## src/sv/u8s_pkg.sv

```systemverilog
// Shared types and constants for the UTF-8 stream sanitizer.
// Used by u8s_step, u8s_emit and the top level; depends on nothing.
`timescale 1ns / 1ps

package u8s_pkg;

    typedef logic [7:0] byte_t;

    // Replacement for any invalid byte.
    localparam byte_t BLANK = 8'h20;

    // Bytes of one multi-byte sequence that can be held back.
    localparam int HOLD_DEPTH = 4;

    // Most results that one input byte can release.
    localparam int MAX_RESULTS = 5;

    localparam int CNT_W = $clog2(MAX_RESULTS + 1);
    localparam int POS_W = $clog2(HOLD_DEPTH + 1);

    typedef logic [CNT_W-1:0] cnt_t;
    typedef logic [POS_W-1:0] pos_t;

    // Results released by one input byte, handed from the step logic
    // to the output buffer.
    typedef struct packed {
        cnt_t                          count;
        logic                          eob;
        logic [MAX_RESULTS-1:0][7:0]   bytes;
    } step_result_t;

endpackage

```

## src/sv/u8s_step.sv

```systemverilog
// Per-byte sanitizing logic and the held-sequence state registers.
// Depends on u8s_pkg.
`timescale 1ns / 1ps

module u8s_step
    import u8s_pkg::*;
(
    input  logic         clk,
    input  logic         rst_n,
    input  logic [7:0]   data_byte,
    input  logic         end_of_buffer,
    input  logic         accept,
    output step_result_t result
);

    byte_t held_reg [HOLD_DEPTH];
    byte_t held_next [HOLD_DEPTH];
    pos_t  pos_reg;
    pos_t  pos_next;
    pos_t  len_reg;
    pos_t  len_next;

    byte_t b;
    logic  cont;
    logic  done;
    cnt_t  pre_n;
    logic  pre_blank;
    pos_t  pos_p;
    pos_t  len_p;
    logic  mid_n;
    byte_t mid_byte;
    pos_t  pos_m;
    pos_t  len_m;
    cnt_t  post_n;
    logic  post_blank;
    cnt_t  pre_mid_n;

    // Settle the held sequence, handle the new byte, then close the buffer.
    always_comb
    begin
        b    = (data_byte == 8'h00) ? BLANK : data_byte;
        cont = (b[7:6] == 2'b10);

        // Release of bytes held from earlier transfers.
        pre_n     = '0;
        pre_blank = 1'b1;
        done      = 1'b0;
        pos_p     = pos_reg;
        len_p     = len_reg;
        if (pos_reg != '0)
        begin
            if (len_reg > 3'd1)
            begin
                if (!cont)
                begin
                    // Open sequence cut short: blank it.
                    pre_n = CNT_W'(pos_reg);
                    pos_p = '0;
                    len_p = 3'd1;
                end
            end
            else if (cont)
            begin
                // Stray continuation after a complete sequence: blank both.
                pre_n = CNT_W'(pos_reg) + CNT_W'(1);
                pos_p = '0;
                done  = 1'b1;
            end
            else
            begin
                // Complete sequence followed by a new character: pass it.
                pre_n     = CNT_W'(pos_reg);
                pre_blank = 1'b0;
                pos_p     = '0;
            end
        end

        // Classification of the new byte.
        mid_n    = 1'b0;
        mid_byte = BLANK;
        pos_m    = pos_p;
        len_m    = len_p;
        for (int i = 0; i < HOLD_DEPTH; i++)
        begin
            held_next[i] = held_reg[i];
        end
        if (!done)
        begin
            if (b < 8'd128)
            begin
                mid_n    = 1'b1;
                mid_byte = b;
                len_m    = 3'd1;
                pos_m    = '0;
            end
            else if (b inside {[8'hF0:8'hF7]})
            begin
                held_next[0] = b;
                pos_m        = 3'd1;
                len_m        = 3'd4;
            end
            else if (b inside {[8'hE0:8'hEF]})
            begin
                held_next[0] = b;
                pos_m        = 3'd1;
                len_m        = 3'd3;
            end
            else if (b inside {[8'hC0:8'hDF]})
            begin
                held_next[0] = b;
                pos_m        = 3'd1;
                len_m        = 3'd2;
            end
            else if (cont)
            begin
                if (len_p > 3'd1)
                begin
                    held_next[pos_p[1:0]] = b;
                    pos_m = pos_p + 3'd1;
                    if (pos_m >= len_p)
                    begin
                        len_m = 3'd1;
                    end
                end
                else
                begin
                    mid_n = 1'b1;
                    pos_m = '0;
                end
            end
            else
            begin
                mid_n = 1'b1;
                len_m = 3'd1;
                pos_m = '0;
            end
        end

        // End of buffer flushes whatever is still held.
        post_n     = '0;
        post_blank = (len_m > 3'd1);
        pos_next   = pos_m;
        len_next   = len_m;
        if (end_of_buffer)
        begin
            post_n   = CNT_W'(pos_m);
            pos_next = '0;
            len_next = 3'd1;
        end

        // Lay the results out in order: earlier held bytes, new byte, flush.
        pre_mid_n = pre_n + CNT_W'(mid_n);
        for (int k = 0; k < MAX_RESULTS; k++)
        begin
            if (CNT_W'(k) < pre_n)
            begin
                if (pre_blank || (CNT_W'(k) >= CNT_W'(pos_reg)) || (k >= HOLD_DEPTH))
                begin
                    result.bytes[k] = BLANK;
                end
                else
                begin
                    result.bytes[k] = held_reg[2'(k)];
                end
            end
            else if (CNT_W'(k) < pre_mid_n)
            begin
                result.bytes[k] = mid_byte;
            end
            else if (post_blank || (k >= HOLD_DEPTH))
            begin
                result.bytes[k] = BLANK;
            end
            else
            begin
                result.bytes[k] = held_next[2'(k)];
            end
        end
        result.count = pre_mid_n + post_n;
        result.eob   = end_of_buffer;
    end

    // Sequence position and length.
    always_ff @(posedge clk or negedge rst_n)
    begin
        if (!rst_n)
        begin
            pos_reg <= '0;
            len_reg <= 3'd1;
        end
        else if (accept)
        begin
            pos_reg <= pos_next;
            len_reg <= len_next;
        end
    end

    // Held sequence bytes; only entries below the position are ever read.
    always_ff @(posedge clk)
    begin
        if (accept)
        begin
            for (int i = 0; i < HOLD_DEPTH; i++)
            begin
                held_reg[i] <= held_next[i];
            end
        end
    end

endmodule

```

## src/sv/u8s_emit.sv

```systemverilog
// Result buffer: holds the bytes released by one input transfer and
// hands them out one per cycle while out_stall is low. Depends on u8s_pkg.
`timescale 1ns / 1ps

module u8s_emit
    import u8s_pkg::*;
(
    input  logic         clk,
    input  logic         rst_n,
    input  logic         load,
    input  step_result_t result,
    output logic         ready,
    output logic         out_valid,
    input  logic         out_stall,
    output logic [7:0]   clean_byte,
    output logic         run_last,
    output logic         buffer_last
);

    logic [MAX_RESULTS-1:0][7:0] buf_reg;
    cnt_t                        cnt_reg;
    cnt_t                        rd_reg;
    logic                        eob_reg;
    logic                        take;

    assign out_valid   = (cnt_reg != '0);
    assign take        = out_valid && !out_stall;
    assign clean_byte  = buf_reg[rd_reg];
    assign run_last    = (cnt_reg == CNT_W'(1));
    assign buffer_last = eob_reg && run_last;

    // A new input transfer is taken once the last waiting result leaves.
    assign ready = (cnt_reg == '0) || (run_last && !out_stall);

    // Count and read pointer of the waiting results.
    always_ff @(posedge clk or negedge rst_n)
    begin
        if (!rst_n)
        begin
            cnt_reg <= '0;
            rd_reg  <= '0;
            eob_reg <= 1'b0;
        end
        else if (load && (result.count != '0))
        begin
            cnt_reg <= result.count;
            rd_reg  <= '0;
            eob_reg <= result.eob;
        end
        else if (take)
        begin
            cnt_reg <= cnt_reg - CNT_W'(1);
            if (!run_last)
            begin
                rd_reg <= rd_reg + CNT_W'(1);
            end
        end
    end

    // Result bytes.
    always_ff @(posedge clk)
    begin
        if (load && (result.count != '0))
        begin
            buf_reg <= result.bytes;
        end
    end

endmodule

```

## src/sv/utf8_stream_sanitizer.sv

```systemverilog
// Top level of the UTF-8 stream sanitizer: step logic and result buffer.
// Depends on u8s_pkg, u8s_step and u8s_emit.
`timescale 1ns / 1ps

// One raw byte is taken per transfer and its results appear on the output
// channel from the next cycle, one byte per cycle while out_stall is low, in
// buffer order. A byte releases between zero and five results, because bytes
// of a multi-byte sequence are held back until the following byte or the end
// of the buffer settles them; over a buffer exactly as many bytes leave as
// enter. The input accepts a byte in every cycle in which at most one result
// is still waiting and that one is being taken, so a byte that releases
// several results keeps the input stalled while the result buffer drains.
// run_last marks the last result of each input byte, and buffer_last marks
// the final byte of the buffer, after which the sequence state starts over.

module utf8_stream_sanitizer
    import u8s_pkg::*;
(
    input  logic       clk,
    input  logic       rst_n,
    input  logic       in_valid,
    output logic       in_stall,
    input  logic [7:0] data_byte,
    input  logic       end_of_buffer,
    output logic       out_valid,
    input  logic       out_stall,
    output logic [7:0] clean_byte,
    output logic       run_last,
    output logic       buffer_last
);

    step_result_t step_res;
    logic         ready;
    logic         accept;

    assign in_stall = !ready;
    assign accept   = in_valid && ready;

    u8s_step u_step (
        .clk           (clk),
        .rst_n         (rst_n),
        .data_byte     (data_byte),
        .end_of_buffer (end_of_buffer),
        .accept        (accept),
        .result        (step_res)
    );

    u8s_emit u_emit (
        .clk         (clk),
        .rst_n       (rst_n),
        .load        (accept),
        .result      (step_res),
        .ready       (ready),
        .out_valid   (out_valid),
        .out_stall   (out_stall),
        .clean_byte  (clean_byte),
        .run_last    (run_last),
        .buffer_last (buffer_last)
    );

endmodule

```

## config.mk

```make
export PLATFORM = sky130hd
export DESIGN_NAME = utf8_stream_sanitizer
export DESIGN_NICKNAME = d
export VERILOG_FILES = /design/src/sv/u8s_pkg.sv /design/src/sv/u8s_step.sv /design/src/sv/u8s_emit.sv /design/src/sv/utf8_stream_sanitizer.sv
export SDC_FILE = /design/constraint.sdc
export NUM_CORES = 1
export LEC_CHECK = 0
export BUFFER_PORTS_ARGS = -buffer_cell sky130_fd_sc_hd__buf_2
export CORE_MARGIN = 4
export CORE_UTILIZATION = 50
export DETAILED_ROUTE_END_ITERATION = 7
export HOLD_SLACK_MARGIN = 0.06
export PLACE_DENSITY = 0.67
export SYNTH_ARGS = -nofsm -noshare
export SYNTH_HDL_FRONTEND = slang
export SYNTH_SLANG_ARGS = --single-unit
```

## constraint.sdc

```tcl
create_clock -name clk -period 8.7 [get_ports clk]
set_clock_uncertainty 0.1 [all_clocks]
set_input_delay 0.87 -clock clk [delete_from_list [all_inputs] [get_ports clk]]
set_output_delay 0.87 -clock clk [all_outputs]
set_load 0.01 [all_outputs]
```

# Word-level counts from Yosys, hierarchy flattened
# Memory sizes are Yosys's and may differ from the RTL's.
# Index checks and enable logic that the tools add are counted.
[totals]
in_bits = 13
ramBits = 32
memories = 1
register_bits = 53
[mem_list]
columns = ["name", "depth", "word_bits", "rd", "rd_ports_with_merged_regs", "wr", "line_no", "text"]
rows = [
  ["u_step.held_reg", 4, 8, 4, 0, 4, "u8s_step.sv:16", "byte_t held_reg [HOLD_DEPTH];"],
]
[classes]
order_cmp = 28
n_reduce_logical = 24
addsub = 6
n_eq_ne = 3
bitwise = 2
muxes = 80
[op_table]
columns = ["operator", "count"]
rows = [
  ["two-way mux 8 bit", 23],
  ["two-way mux 32 bit", 4],
  ["two-way mux 3 bit", 33],
  ["two-way mux 24 bit", 3],
  ["bitwise mux 32 bit", 1],
  ["binary-select mux 8 bit (select 3 bit)", 1],
  ["greater-or-equal comparator 8 bit, second input constant", 3],
  ["<= comparator 8 bit, second input constant", 3],
  ["demux 8 bit (select 2 bit)", 1],
  ["two-way mux 1 bit", 14],
  ["less-than comparator 1 x 3 -> 1 bit, first input constant", 4],
  ["less-than comparator 2 x 3 -> 1 bit, first input constant", 4],
  ["adder 3 x 1 -> 3 bit, second input constant", 3],
  ["> comparator 3 x 1 -> 1 bit, second input constant", 3],
  ["logical AND 1 bit", 9],
  ["nonzero test 3 bit", 3],
  ["zero test 8 bit", 1],
  ["less-than comparator 8 bit, second input constant", 1],
  ["greater-or-equal comparator 1 x 3 -> 1 bit, first input constant", 2],
  ["greater-or-equal comparator 2 x 3 -> 1 bit, first input constant", 2],
  ["less-than comparator 3 bit, first input constant", 2],
  ["logical OR 1 bit", 5],
  ["less-than comparator 3 x 4 -> 1 bit, second input constant", 1],
  ["adder 3 x 1 -> 3 bit", 1],
  ["15 further kinds", 16],
]

# Logic depth before layout (Yosys ltp)
[logic_depth]
ltp_word = 22
depth_mapped = 16
ltp_nobuf = 15

# By module
# Synthesis repeated with hierarchy kept, for this count alone.
[unflattened]
hier_cells = 454
area_unflattened_um2 = 4838.4
[modules_own_cells]
columns = ["mod", "cells_each", "area_per_inst_um2", "n_inst", "seq_area_each_um2"]
rows = [
  ["u8s_step", 310, 2780.2, 1, 1112.3],
  ["u8s_emit", 142, 2048.2, 1, 1376.3],
  ["utf8_stream_sanitizer", 2, 10.0, 1, 0.0],
]

# Worst setup path after synthesis
# Ideal clock, no wire load.
[synth_path]
path_type = "input port to flip-flop"
startpoint = "input data_byte[6]"
endpoint = "register u_emit.eob_reg"
cell_stages = 13
path_buffers = 2
slack_ps = 3922
arrival_time_ps = 4551
path_cell_list = "buf_6 nand2b_4 buf_4 ha_1 o21ai_1 and2_1 ha_1 ha_1 fa_1 xor2_1 xnor3_1 a21oi_4 mux2_1"
[synth_between]
elab_chain_len = 18
[synth_rtl]
columns = ["item", "line_no", "text"]
rows = [
  ["from (decl)", "utf8_stream_sanitizer.sv:23", "input logic [7:0] data_byte,"],
  ["zero test 8 bit", "u8s_step.sv:41", "b = (data_byte == 8'h00) ? BLANK : data_byte;"],
  ["two-way mux 8 bit (*)", "u8s_step.sv:41", ""],
  ["== test 2 bit", "u8s_step.sv:42", "cont = (b[7:6] == 2'b10);"],
  ["two-way mux 3 bit", "u8s_step.sv:54", "if (!cont)"],
  ["two-way mux 3 bit", "u8s_step.sv:52", "if (len_reg > 3'd1)"],
  ["two-way mux 3 bit", "u8s_step.sv:50", "if (pos_reg != '0)"],
  ["> comparator 3 x 1 -> 1 bit / adder 3 x 1 -> 3 bit (equally long branches)", "u8s_step.sv:116, u8s_step.sv:119", ""],
  ["two-way mux 1 bit / two-way mux 3 bit (equally long branches)", "u8s_step.sv:116", "if (len_p > 3'd1)"],
  ["(+2 left out)", "n/a", ""],
  ["two-way mux 1 bit / two-way mux 3 bit (equally long branches)", "u8s_step.sv:102", "else if (b inside {[8'hE0:8'hEF]})"],
  ["two-way mux 1 bit / two-way mux 3 bit (equally long branches)", "u8s_step.sv:96", "else if (b inside {[8'hF0:8'hF7]})"],
  ["two-way mux 1 bit / two-way mux 3 bit (equally long branches)", "u8s_step.sv:89", "if (b < 8'd128)"],
  ["two-way mux 1 bit / two-way mux 3 bit (equally long branches)", "u8s_step.sv:87", "if (!done)"],
  ["adder 3 x 1 -> 3 bit / two-way mux 3 bit (equally long branches)", "u8s_step.sv:152, u8s_step.sv:144", ""],
  ["adder 3 bit (*)", "u8s_step.sv:179", "result.count = pre_mid_n + post_n;"],
  ["nonzero test 3 bit (*)", "u8s_emit.sv:44", "else if (load && (result.count != '0))"],
  ["logical AND 1 bit (*)", "u8s_emit.sv:44", ""],
  ["to (signal assigned)", "u8s_emit.sv:48", "eob_reg <= result.eob;"],
  ["to (decl)", "u8s_emit.sv:23", "logic eob_reg;"],
]
# Every way passes the cells marked *; elsewhere a longest branch is shown, timed or not.
# A chain may end at the register's enable or synchronous reset.

# Worst setup path in the final report
# Same ends and word-level chain as after synthesis.

==> results.cfg <==
[placement]
placedCellCount = 557
dp_hpwl_um = 7973
io_buffers = 24
place_congestion = 0.8783

[drt]
drc = 0
drt_wl_total_um = 10860
via_per_inst = 5.990
first_iter_violations = 277
wl_per_cell_um = 18.96
vias = 3432
drtAntennaViolNets = 0
drt-pass1-iter-count = 6

[cts]
cts_tree = built
clkSlewWorstSetupHoldPaths_ns = 0.09
clk_path_buf_depth = 2
cts_buffers = 9
cts_root_buf = clkbuf_8
worstSkewPairLatency_ns = 0.35
cts.sink_count = 84
cts_resized = 0
cts_max_level = 3
post-cts-setup-buffer-count = 0
cts-hold-fix-buffers = 0

[cells_and_area]
fin_util = 0.5587
drive_gt1_frac = 0.1667
fin_cells = 573
layout_common_cells = edfxtp_1 (71), nand2_1 (31), a21oi_1 (28)
nNetsFinal = 472
largest_reg_flops = 39
area_delta_synth_final_pct = 7.584
final_common_cell = edfxtp_1
antenna_cells = 0

[worst_hold_path]
hp-class = in -> async

[power]
power-per-cell-area_mw_per_mm2 = 268.0
switchingPower_uw = 520.5
total_power_mw = 1.403
pwr-share-comb = 0.366
seqPwrFrac = 0.424
p_int_uw = 882.9
switching_share = 0.3709
pwr-share-clk = 0.210
p_leak_nw = 2.004
peakVddDrop_v = 0.0001189

[critical_path]
path_cells = buf_2 -> nand2b_4 -> ha_1 -> o21ai_1 -> and2_1 -> ha_1 -> ha_1 -> fa_1 -> xor2_1 -> xnor3_1 -> a21oi_4 -> buf_4 -> mux2_1
cp_max_fo = 43
critPathMaxStageDelay_ns = 0.47
worstSetupEndpointType = flip-flop
startpoint_type = input pin
cp.arrival_ns = 4.67
critPathKind = in -> reg
slowest_stage = fa_1
crit_top_cell = ha_1
required_ns = 8.84

[global_routing]
met2_usage = 0.2941
grt.overflow.total = 0
grt_use_met1 = 0.3011
grt.total_usage = 0.1973
grt_pass1_wl_um = 17530
use_met3 = 0.02709
grt_pass1_vias = 3241
antenna_found_initial = 0
busiest_layer = met1
grt_max_degree = 44

[timing]
min_period_ns = 4.536
worst_slew_pin_slew_ns = 1.020
finalSetupViolations = 0
hold_viol = 0
max_clock_freq_mhz = 220.5
max_slew_margin = 0.3191
rsz0062_at_grt = false
finalSetupTns_ns = 0
finalCritPeriodShare = 0.5213
drv_slew = 0

[logic_synthesis]
post-synth-top-area-cell = edfxtp_1
synth_seq_cells = 84
netlist_area_mm2 = 0.004867
synthTopCellsByArea = edfxtp_1 (44%), dfrtp_1 (6.2%), ha_1 (4.9%)
yosysSeqAreaShare = 0.5051
yosysTopAreaCellShare = 0.4380
synth_edf_count = 71
synthArstFlopShare = 0.1548
syn_inst = 428
synth.distinct_cells = 76
synth_ff_type = edfxtp_1
syn_avg_cell_area_um2 = 11.37
syn-num-nets = 461
yosys_warnings = 0

[run]
drv_cap = 0

[outcome]
status = complete, no violations

[die]
io_pins = 25
rows = 35
die_width_um = 106.7
dieArea_mm2 = 0.01138
die_h_um = 106.7
core-area_mm2 = 0.009371
start_util = 0.5194
==> cells by family after synthesis <==
| kind of cell | Yosys count | synth area share |
|---|---|---|
| AND/OR/NAND/NOR | 132 | 0.1499 |
| adder cells (fa/ha/maj) | 20 | 0.05296 |
| flip-flops | 84 | 0.5051 |
| buffers and inverters | 52 | 0.04730 |
| multiplexers | 21 | 0.06632 |
| XOR/XNOR | 9 | 0.02185 |
| AO/OA/AOI/OAI | 110 | 0.1566 |
==> per-layer routing <==
layer | wire (um) | share of wire
met2 | 4890 | 0.45
met4 | 100 | 0.0092
met3 | 643 | 0.059
met1 | 5227 | 0.48
met5 | 0 | 0
==> synth_stat cells (5+ instances only) <==
| cell type | instances |
|---|---|
| dfrtp_1 | 12 |
| mux4_2 | 8 |
| and3_1 | 5 |
| ha_1 | 19 |
| nand2_1 | 31 |
| and2_1 | 6 |
| nor2_1 | 25 |
| o21ai_0 | 26 |
| a21oi_1 | 28 |
| edfxtp_1 | 71 |
| nor2b_1 | 10 |
| mux2_2 | 9 |
| o2bb2ai_1 | 5 |
| nand3_1 | 12 |
| buf_2 | 5 |
| a22o_1 | 5 |
| inv_1 | 24 |
| nor3_1 | 5 |
| nor4_1 | 5 |
| nand2b_1 | 5 |
| clkbuf_1 | 15 |
==> worst max-delay path: cells and delay by family <==
family          cells  cell delay (ns)
xor+xnor            2             0.58
buf+inv             2             0.63
simple gates        2             0.45
compound gates      2             0.43
fa+ha+maj           4             1.33
mux                 1             0.37
==> worst paths after layout <==
path                       cells past startpoint               from            endpoint  slack (ns)
max in group asynchronous                      1              rst_n   u_step.len_reg[0]        7.92
setup reg to reg                              15  u_step.pos_reg[1]  u_emit.buf_reg[10]        4.21
hold reg to reg                                1     u_emit.eob_reg      u_emit.eob_reg        0.41
min in group clk                               1     u_emit.eob_reg      u_emit.eob_reg        0.41
setup / recovery                              13       data_byte[6]      u_emit.eob_reg        4.16
hold / removal                                 1              rst_n   u_step.len_reg[1]        0.29
==> through the flow <==
stage / hold WS, ns / instance area [um2] / setup WS, ns
final: 0.2906 / 5236 / 4.164
after global routing: 0.3077 / 5236 / 3.892
after CTS: 0.2979 / 5236 / 4.164
after detailed placement: 0.3979 / 5030 / 3.791
after global placement: 0.3847 / 5030 / 3.910
after floorplan: 0.3489 / 4867 / 3.922
==> power by group through the flow <==
stage          clock network [mW]  registers (mW)  logic, mW
2_1_floorplan                   0           0.566      0.413
3_3_place_gp                    0           0.603      0.503
3_5_place_dp                    0           0.606      0.512
4_1_cts                     0.300           0.597      0.513
5_1_grt                     0.316           0.605      0.574
6_report                    0.295           0.595      0.513
==> cell type report <==
cell class                 count  area (um2)
clock buffer                   9       123.9
tap                          129       161.4
fill                         820        4135
clock inverter                 7       82.58
timing repair buffer          25       127.6
sequential                    84        2459
multi-input combinational    292        2178
inverter                      27       103.9
(Power assumes the default switching activity.)
